$ cat src/rtl/fixed_block_pool_allocator_unit_defines.svh
// Assertion macros for the pool allocator.
`ifndef FIXED_BLOCK_POOL_ALLOCATOR_UNIT_DEFINES_SVH
`define FIXED_BLOCK_POOL_ALLOCATOR_UNIT_DEFINES_SVH

// checked on every edge outside reset
`define FBPA_ASSERT(name, prop, msg) \
	name: assert property (@(posedge clk) disable iff (!arst_n) prop) else $error(msg);

// checked on every edge, reset included
`define FBPA_ASSERT_ALWAYS(name, prop, msg) \
	name: assert property (@(posedge clk) prop) else $error(msg);

`endif

$ cat src/rtl/fbpa_pkg.sv
// Package: sizes, register indexes, reset values and function codes of the pool allocator.
package fbpa_pkg;

	localparam int MAX_BLOCKS = 64;
	localparam int ADDR_W     = 32;
	localparam int SIZE_W     = 16;
	localparam int CFG_CNT_W  = 7;
	localparam int OUT_IDX_W  = 6;
	localparam int CFG_IDX_W  = 2;
	localparam int IDX_W      = (MAX_BLOCKS > 1) ? $clog2(MAX_BLOCKS) : 1;
	localparam int CNT_W      = $clog2(MAX_BLOCKS + 1);
	localparam int N_W        = (CNT_W > CFG_CNT_W) ? CNT_W : CFG_CNT_W;
	localparam int DIV_CNT_W  = $clog2(ADDR_W);

	localparam logic [CFG_IDX_W-1:0] REG_BLOCK_COUNT  = 2'd0;
	localparam logic [CFG_IDX_W-1:0] REG_BLK_LEN      = 2'd1;
	localparam logic [CFG_IDX_W-1:0] REG_BASE_ADDRESS = 2'd2;

	localparam logic [CFG_CNT_W-1:0] RST_BLOCK_COUNT  = 7'd64;
	localparam logic [SIZE_W-1:0]    RST_BLK_LEN      = 16'd64;
	localparam logic [ADDR_W-1:0]    RST_BASE_ADDRESS = 32'd0;

	localparam logic FUNC_ALLOC = 1'b0;
	localparam logic FUNC_FREE  = 1'b1;

endpackage

$ cat src/rtl/fbpa_if.sv
// Request and response channel interfaces of the pool allocator.
interface fbpa_req_if;
	import fbpa_pkg::*;
	logic              valid;
	logic              ready;
	logic              func;
	logic [ADDR_W-1:0] block_address;

	modport source (output valid, output func, output block_address, input ready);
	modport sink (input valid, input func, input block_address, output ready);
endinterface

interface fbpa_rsp_if;
	import fbpa_pkg::*;
	logic                 valid;
	logic                 ready;
	logic                 ok;
	logic [OUT_IDX_W-1:0] block_index;
	logic [ADDR_W-1:0]    result_address;

	modport source (output valid, output ok, output block_index, output result_address,
		input ready);
	modport sink (input valid, input ok, input block_index, input result_address,
		output ready);
endinterface

$ cat src/rtl/fixed_block_pool_allocator_unit.sv
// Top level: fixed-size block pool allocator with a shared add/sub unit.
//
// req carries func (0 allocate, 1 free) and block_address; rsp returns ok,
// block_index and result_address, one response per request item.
// Configuration: cfg_write with cfg_index and cfg_data writes block_count,
// the block length or base_address; write only while the block is idle.
// An allocate scans the free map one block a cycle up to block_count, capped
// at MAX_BLOCKS, and stops at the first free block, stepping the address with
// the add/sub unit. A free runs one offset subtract, 32 restoring division
// steps and one range check, all through the same 33-bit add/sub unit, and
// then an output step. A free with a zero block length skips them and fails.
// One item is worked on at a time; req.ready is high while the sequencer is
// idle, and a new item is taken even while the last response still waits.
// A stalled rsp holds its item and the sequencer waits with the next result.
// Reset (arst_n low) marks every block free and loads the register defaults.
`include "fixed_block_pool_allocator_unit_defines.svh"

module fixed_block_pool_allocator_unit (
	input  logic                             clk,
	input  logic                             arst_n,
	input  logic                             cfg_write,
	input  logic [fbpa_pkg::CFG_IDX_W-1:0]   cfg_index,
	input  logic [fbpa_pkg::ADDR_W-1:0]      cfg_data,
	fbpa_req_if.sink                         req,
	fbpa_rsp_if.source                       rsp
);
	import fbpa_pkg::*;

	typedef enum logic [2:0] {
		ST_IDLE,
		ST_ALLOC,
		ST_OFFSET,
		ST_DIV,
		ST_CHECK,
		ST_OUT
	} state_t;

	state_t                 state_q;
	logic [CFG_CNT_W-1:0]   block_count_q;
	logic [SIZE_W-1:0]      blk_len_q;
	logic [ADDR_W-1:0]      base_address_q;
	logic [MAX_BLOCKS-1:0]  free_map_q;

	logic [N_W-1:0]         scan_q;
	logic [ADDR_W-1:0]      addr_q;
	logic [ADDR_W-1:0]      quo_q;
	logic [SIZE_W-1:0]      rem_q;
	logic [DIV_CNT_W-1:0]   div_cnt_q;

	logic                   r_ok_q;
	logic [OUT_IDX_W-1:0]   r_idx_q;
	logic [ADDR_W-1:0]      r_addr_q;

	logic                   out_valid_q;
	logic                   out_ok_q;
	logic [OUT_IDX_W-1:0]   out_idx_q;
	logic [ADDR_W-1:0]      out_addr_q;

	logic [N_W-1:0]         n_use;
	logic [ADDR_W-1:0]      op_a;
	logic [ADDR_W-1:0]      op_b;
	logic                   op_sub;
	logic [ADDR_W:0]        op_sum;
	logic                   scan_hit;
	logic                   scan_end;
	logic                   in_acc;

	assign n_use = (N_W'(block_count_q) > N_W'(MAX_BLOCKS)) ? N_W'(MAX_BLOCKS)
		: N_W'(block_count_q);

	assign in_acc   = req.valid && req.ready;
	assign scan_end = (scan_q >= n_use);
	assign scan_hit = !scan_end && free_map_q[scan_q[IDX_W-1:0]];

	// shared add/sub unit, operands chosen by the sequencer
	always_comb begin
		op_a   = addr_q;
		op_b   = ADDR_W'(blk_len_q);
		op_sub = 1'b0;
		case (state_q)
			ST_OFFSET: begin
				op_a   = quo_q;
				op_b   = base_address_q;
				op_sub = 1'b1;
			end
			ST_DIV: begin
				op_a   = {{(ADDR_W-SIZE_W-1){1'b0}}, rem_q, quo_q[ADDR_W-1]};
				op_b   = ADDR_W'(blk_len_q);
				op_sub = 1'b1;
			end
			ST_CHECK: begin
				op_a   = quo_q;
				op_b   = ADDR_W'(n_use);
				op_sub = 1'b1;
			end
			default: begin
				op_a   = addr_q;
				op_b   = ADDR_W'(blk_len_q);
				op_sub = 1'b0;
			end
		endcase
	end

	assign op_sum = op_sub ? ({1'b0, op_a} - {1'b0, op_b}) : ({1'b0, op_a} + {1'b0, op_b});

	assign req.ready          = (state_q == ST_IDLE);
	assign rsp.valid          = out_valid_q;
	assign rsp.ok             = out_ok_q;
	assign rsp.block_index    = out_idx_q;
	assign rsp.result_address = out_addr_q;

	always_ff @(posedge clk or negedge arst_n) begin
		if (!arst_n) begin
			state_q        <= ST_IDLE;
			block_count_q  <= RST_BLOCK_COUNT;
			blk_len_q      <= RST_BLK_LEN;
			base_address_q <= RST_BASE_ADDRESS;
			free_map_q     <= '1;
			out_valid_q    <= 1'b0;
			out_ok_q       <= 1'b0;
			out_idx_q      <= '0;
			out_addr_q     <= '0;
			r_ok_q         <= 1'b0;
			r_idx_q        <= '0;
			r_addr_q       <= '0;
			addr_q         <= '0;
			quo_q          <= '0;
			rem_q          <= '0;
			scan_q         <= '0;
			div_cnt_q      <= '0;
		end else begin
			if (cfg_write) begin
				case (cfg_index)
					REG_BLOCK_COUNT:  block_count_q  <= cfg_data[CFG_CNT_W-1:0];
					REG_BLK_LEN:      blk_len_q      <= cfg_data[SIZE_W-1:0];
					REG_BASE_ADDRESS: base_address_q <= cfg_data;
					default: ;
				endcase
			end

			if (out_valid_q && rsp.ready && (state_q != ST_OUT))
				out_valid_q <= 1'b0;

			case (state_q)
				ST_IDLE: begin
					if (in_acc) begin
						scan_q    <= '0;
						addr_q    <= base_address_q;
						quo_q     <= req.block_address;
						rem_q     <= '0;
						div_cnt_q <= '0;
						r_ok_q    <= 1'b0;
						r_idx_q   <= '0;
						r_addr_q  <= '0;
						if (req.func == FUNC_ALLOC)
							state_q <= ST_ALLOC;
						else if (blk_len_q == '0)
							state_q <= ST_OUT;
						else
							state_q <= ST_OFFSET;
					end
				end
				ST_ALLOC: begin
					if (scan_end) begin
						state_q <= ST_OUT;
					end else if (scan_hit) begin
						free_map_q[scan_q[IDX_W-1:0]] <= 1'b0;
						r_ok_q   <= 1'b1;
						r_idx_q  <= OUT_IDX_W'(scan_q);
						r_addr_q <= addr_q;
						state_q  <= ST_OUT;
					end else begin
						scan_q <= scan_q + 1'b1;
						addr_q <= op_sum[ADDR_W-1:0];
					end
				end
				ST_OFFSET: begin
					quo_q   <= op_sum[ADDR_W-1:0];
					state_q <= ST_DIV;
				end
				ST_DIV: begin
					// restoring step: borrow means the trial subtract failed
					if (!op_sum[ADDR_W]) begin
						rem_q <= op_sum[SIZE_W-1:0];
						quo_q <= {quo_q[ADDR_W-2:0], 1'b1};
					end else begin
						rem_q <= {rem_q[SIZE_W-2:0], quo_q[ADDR_W-1]};
						quo_q <= {quo_q[ADDR_W-2:0], 1'b0};
					end
					div_cnt_q <= div_cnt_q + 1'b1;
					if (div_cnt_q == DIV_CNT_W'(ADDR_W - 1))
						state_q <= ST_CHECK;
				end
				ST_CHECK: begin
					// borrow on quotient minus block count: index in range
					if ((rem_q == '0) && op_sum[ADDR_W]) begin
						free_map_q[quo_q[IDX_W-1:0]] <= 1'b1;
						r_ok_q  <= 1'b1;
						r_idx_q <= OUT_IDX_W'(quo_q);
					end
					state_q <= ST_OUT;
				end
				ST_OUT: begin
					if (!out_valid_q || rsp.ready) begin
						out_valid_q <= 1'b1;
						out_ok_q    <= r_ok_q;
						out_idx_q   <= r_idx_q;
						out_addr_q  <= r_addr_q;
						state_q     <= ST_IDLE;
					end
				end
				default: state_q <= ST_IDLE;
			endcase
		end
	end

	`FBPA_ASSERT(a_fail_zero_index, (rsp.valid && !rsp.ok) |-> (rsp.block_index == '0), "failed response carries a nonzero index")
	`FBPA_ASSERT(a_accept_leaves_idle, (req.valid && req.ready) |=> (state_q != ST_IDLE), "accepted request left the sequencer idle")
	`FBPA_ASSERT(a_alloc_claims, (state_q == ST_ALLOC && scan_hit) |=> !free_map_q[$past(scan_q[IDX_W-1:0])], "allocated block still marked free")
	`FBPA_ASSERT(a_free_marks, (state_q == ST_CHECK && rem_q == '0 && op_sum[ADDR_W]) |=> free_map_q[$past(quo_q[IDX_W-1:0])], "freed block not marked free")

endmodule

$ cat src/flat_wrapper.sv
// flat-port wrapper written by rule: the top's interface ports become plain ports
module fixed_block_pool_allocator_unit_flat import fbpa_pkg::*;
  (clk, arst_n, cfg_write, cfg_index, cfg_data, req_valid, req_func, req_block_address, req_ready, rsp_valid, rsp_ok, rsp_block_index, rsp_result_address, rsp_ready);
  fbpa_req_if req_i ();
  fbpa_rsp_if rsp_i ();
  input  logic clk;
  input  logic arst_n;
  input  logic cfg_write;
  input  logic [fbpa_pkg::CFG_IDX_W-1:0] cfg_index;
  input  logic [fbpa_pkg::ADDR_W-1:0] cfg_data;
  input wire logic [$bits(req_i.valid)-1:0] req_valid;
  input wire logic [$bits(req_i.func)-1:0] req_func;
  input wire logic [$bits(req_i.block_address)-1:0] req_block_address;
  output wire logic [$bits(req_i.ready)-1:0] req_ready;
  output wire logic [$bits(rsp_i.valid)-1:0] rsp_valid;
  output wire logic [$bits(rsp_i.ok)-1:0] rsp_ok;
  output wire logic [$bits(rsp_i.block_index)-1:0] rsp_block_index;
  output wire logic [$bits(rsp_i.result_address)-1:0] rsp_result_address;
  input wire logic [$bits(rsp_i.ready)-1:0] rsp_ready;
  assign req_i.valid = req_valid;
  assign req_i.func = req_func;
  assign req_i.block_address = req_block_address;
  assign req_ready = req_i.ready;
  assign rsp_valid = rsp_i.valid;
  assign rsp_ok = rsp_i.ok;
  assign rsp_block_index = rsp_i.block_index;
  assign rsp_result_address = rsp_i.result_address;
  assign rsp_i.ready = rsp_ready;
  fixed_block_pool_allocator_unit u_core (.clk(clk), .arst_n(arst_n), .cfg_write(cfg_write), .cfg_index(cfg_index), .cfg_data(cfg_data), .req(req_i), .rsp(rsp_i));
endmodule
$ cat config.mk
export PLATFORM = sky130hd
export DESIGN_NAME = fixed_block_pool_allocator_unit_flat
export DESIGN_NICKNAME = d
export VERILOG_FILES = /design/src/rtl/fbpa_pkg.sv /design/src/rtl/fbpa_if.sv /design/src/rtl/fixed_block_pool_allocator_unit.sv /design/src/flat_wrapper.sv
export VERILOG_INCLUDE_DIRS = /design/src /design/src/rtl
export SDC_FILE = /design/constraint.sdc
export NUM_CORES = 1
export LEC_CHECK = 0
export BUFFER_PORTS_ARGS = -buffer_cell sky130_fd_sc_hd__buf_2
export CORE_ASPECT_RATIO = 0.8
export CORE_UTILIZATION = 43
export DETAILED_ROUTE_END_ITERATION = 12
export PLACE_DENSITY = 0.59
export SYNTH_ARGS = -nofsm -noshare
export SYNTH_HDL_FRONTEND = slang
export SYNTH_SLANG_ARGS = --single-unit
export TNS_END_PERCENT = 100
$ cat constraint.sdc
create_clock -name clk -period 6.4 [get_ports clk]
set_input_delay 0.96 -clock clk [delete_from_list [all_inputs] [get_ports clk]]
set_output_delay 0.96 -clock clk [all_outputs]
set_load 0.05 [all_outputs]
==> results.yml <==
status:
  outcome: "finished clean"
logic_synthesis:
  synth_mux_area_share_pct: 9.61
  synth_fa_ha_area_share_pct: 3.35
  synth_cell_types: 72
  synthesized_area_divided_by_synthesized_cell_count_um2: 9.43
  synth_simple_gate_area_share_pct: 13.9
  synth_enable_flop_cells: 0
  synthesized_area_fraction_occupied_by_ao_oa_aoi_and_oai_cells_pct: 21.5
  yosysSeqAreaShare_pct: 44.5
  ys_seq_elements: 293
  yosys_warns: 0
  cell_area_after_technology_mapping_mm2: 0.0167
  asyncSetResetFlopFracSynth_pct: 100
  mappedNetlistNets: 1884
  netlist_instances: 1768
  yosys_most_used_dff: "sky130_fd_sc_hd__dfrtp_1"
  synth-xor-area-share_pct: 2.53
  synth_top_family_by_area: "compound AO/OA/AOI/OAI gates"
timing:
  rsz0062_at_grt: "false"
  actual_slew_at_the_worst_max_slew_pin_ps: 1240
  fmax_mhz: 173
  drv_slew: 0
  finalWorstPathRequiredPeriod_ps: 5790
  hold-worst-slack_ps: 298
  timing.max_slew.rel_slack_pct: 17.0
  setup_viol: 0
  hold_viol: 0
  period_share_pct: 90.5
  finalSetupTns_ps: 0
  finClkSkew_ps: 28.3
routing:
  drcViolationCount: 0
  wl_per_cell_um: 23.0
  via_count_of_the_routed_design: 14500
  drt-vias-per-instance: 6.17
  totalWireLength_um: 53800
  first_pass_iteration_count_of_the_detailed_router: 6
  remaining_antenna_violation_count: 0
  violation_count_after_the_first_detailed_route_iteration: 1675
clocking:
  cts_setup_buffers: 0
  cts_htree_levels: 1
  cts-root-buf: "sky130_fd_sc_hd__clkbuf_16"
  tritoncts: "built"
  clk-insertion-delay-late_ps: 600
  clock_path_buffers: 3
  cts.clk_slew.worst_paths_ps: 60
  tritoncts_num_sinks: 293
  cts_buffers: 31
floorplan:
  floorplan.die.width_um: 222
  initial_core_util_pct: 43.6
  die_area_mm2: 0.0396
  design.portCount: 113
  core_region_area_mm2: 0.0382
  row_count: 64
  die_height_um: 178
global_routing:
  total_global_routing_overflow: 0
  grt_max_degree: 173
  gr-usage-all-layers_pct: 26.9
  first_global_vias: 13500
  wire_length_of_the_first_global_routing_pass_um: 81900
  antenna_found_initial: 1
finish:
  finish.instance_area_mm2: 0.0188
  mostFrequentLayoutCells: "sky130_fd_sc_hd__dfrtp_1 (226), sky130_fd_sc_hd__o21ai_0 (203), sky130_fd_sc_hd__nand2_1 (165)"
  post_route_core_utilization_pct: 49.1
  final_nets: 1938
  layout-drive-gt1-share_pct: 22.1
  mostFrequentLayoutCell: "sky130_fd_sc_hd__dfrtp_1"
  area.growth.synth_to_final_pct: 12.5
worst_setup_path:
  cp_data_arrival_time_ps: 6280
  worst-path-max-fanout: 63
  worstSetupStartpointType: "flip-flop"
  worst_path_class_setup: "flip-flop to flip-flop"
  worstSetupStartpoint: "u_core.state_q[2]$_DFFE_PN0P_"
  regToRegSetupSlack_ps: 610
  worstReg2RegEnd: "u_core.free_map_q[8]$_DFFE_PN1P_"
  worst-r2r-cell-count: 21
  critPathCaptureType: "flip-flop"
  timing.rr.start: "u_core.state_q[2]$_DFFE_PN0P_"
  critical_path_required_ps: 6890
  crit_end: "u_core.free_map_q[8]$_DFFE_PN1P_"
placed_design:
  io_buffers: 112
  detailed_place_hpwl_um: 37800
  place_area_mm2: 0.0177
  gpl.final_weighted_congestion: 0.938
run:
  max_capacitance_violation_count: 0
worst_hold_path:
  min_path_type: "input port to asynchronous set/reset pin"
## synthesized netlist by cell type, drive strengths merged, types with 12 or more instances
| master | number | share of area, % |
|---|---|---|
| a211oi | 38 | 1.7 |
| nand3 | 78 | 2.3 |
| nor2 | 100 | 2.3 |
| dfrtp | 227 | 34 |
| o21ai | 203 | 6.1 |
| o31ai | 70 | 3.2 |
| a22oi | 12 | 0.54 |
| a31oi | 38 | 1.4 |
| nor3 | 28 | 0.84 |
| or3 | 26 | 0.98 |
| xnor2 | 22 | 1.2 |
| nand2 | 165 | 3.7 |
| a21o | 15 | 0.68 |
| clkbuf | 109 | 2.5 |
| a21oi | 71 | 2.1 |
| inv | 67 | 1.5 |
| nor2b | 15 | 0.56 |
| nand2b | 14 | 0.53 |
| o211ai | 13 | 0.59 |
| xor2 | 24 | 1.4 |
| dfstp | 66 | 10 |
| a221oi | 27 | 1.4 |
| buf | 24 | 0.75 |
| mux2 | 105 | 7.1 |
| nor4 | 13 | 0.49 |
| ha | 43 | 3.2 |
| mux2i | 24 | 1.4 |
| o22ai | 12 | 0.45 |
## metrics by stage
step           instances  setup slack, ps
6_report            2342              609
5_1_grt             2342              119
4_1_cts             2341              350
3_5_place_dp        2284              381
3_3_place_gp        2284              487
2_1_floorplan       1768             1240
## area by class of cell
class | count | area, µm²
clock buffers | 43 | 901
repair buffers | 154 | 898
multi-input cells | 1275 | 8520
diodes | 1 | 2.50
well taps | 495 | 619
clock inverters | 14 | 145
flip-flops and latches | 293 | 7420
inverters | 67 | 251
fillers | 3575 | 19400
## worst min-delay path by stage
stage               cells past startpoint                          start                       endpoint  slack, ps
finish                                  1                         arst_n    u_core.rem_q[3]$_DFFE_PN0P_        300
CTS                                     1                         arst_n    u_core.rem_q[3]$_DFFE_PN0P_        280
global route                            1                         arst_n    u_core.rem_q[3]$_DFFE_PN0P_        300
detailed placement                      2  u_core.addr_q[31]$_DFFE_PN0P_  u_core.addr_q[31]$_DFFE_PN0P_        480
floorplan                               2  u_core.addr_q[31]$_DFFE_PN0P_  u_core.addr_q[31]$_DFFE_PN0P_        460
global placement                        2  u_core.addr_q[31]$_DFFE_PN0P_  u_core.addr_q[31]$_DFFE_PN0P_        480
## logic make-up after synthesis
kind of cell | Yosys count
buf+inv | 200
compound gates | 559
simple gates | 489
flops | 293
mux | 137
xor+xnor | 46
fa+ha+maj | 44
## sequential cells by signal, indices dropped and copies added, names as in the netlist, 3 cells and up
name                       count
u_core.free_map_q             64
u_core.quo_q                  32
u_core.scan_q                  7
u_core.rem_q                  16
u_core.r_addr_q               32
u_core.block_count_q           7
u_core.state_q                 3
u_core.blk_len_q              16
u_core.rsp.result_address     32
u_core.addr_q                 32
u_core.base_address_q         32
u_core.r_idx_q                 6
u_core.div_cnt_q               5
u_core.rsp.block_index         6
## timing repair
| action | CTS | global route |
|---|---|---|
| hold buffers | 0 | 0 |
| endpoints found under the hold margin | 0 | 0 |
| gates resized for setup | 0 | 1 |
| setup endpoints to repair | 0 | 81 |
## layer usage
layer / vias up / part of all wire, % / global-route usage [%]
met3: 84 / 10 / 6.80
met5: - / 0.14 / 1.49
met4: 2 / 2.2 / 6.05
met2: 648 / 38 / 35.3
met1: 7138 / 49 / 42.9
li1: 6586 / - / -
## critical path: stages (launching register included)
cell	delay, ps
sky130_fd_sc_hd__dfrtp_1	630
sky130_fd_sc_hd__inv_1	270
sky130_fd_sc_hd__a221oi_1	330
sky130_fd_sc_hd__o21ai_0	240
sky130_fd_sc_hd__inv_1	110
sky130_fd_sc_hd__ha_1	160
sky130_fd_sc_hd__inv_1	60
sky130_fd_sc_hd__nor2_1	190
sky130_fd_sc_hd__or4b_4	510
sky130_fd_sc_hd__o21a_1	290
sky130_fd_sc_hd__a21oi_1	150
sky130_fd_sc_hd__ha_1	320
sky130_fd_sc_hd__o21ai_0	190
sky130_fd_sc_hd__o21ai_0	130
sky130_fd_sc_hd__a221oi_1	380
sky130_fd_sc_hd__o31ai_1	140
sky130_fd_sc_hd__a31oi_1	170
sky130_fd_sc_hd__buf_4	160
sky130_fd_sc_hd__a21oi_2	150
sky130_fd_sc_hd__o31a_2	380
sky130_fd_sc_hd__buf_4	320
sky130_fd_sc_hd__o31ai_1	360
Power is left out: the tool's default activity adds up to more than one toggle a clock period on the data nets, which glitch-free logic cannot reach.
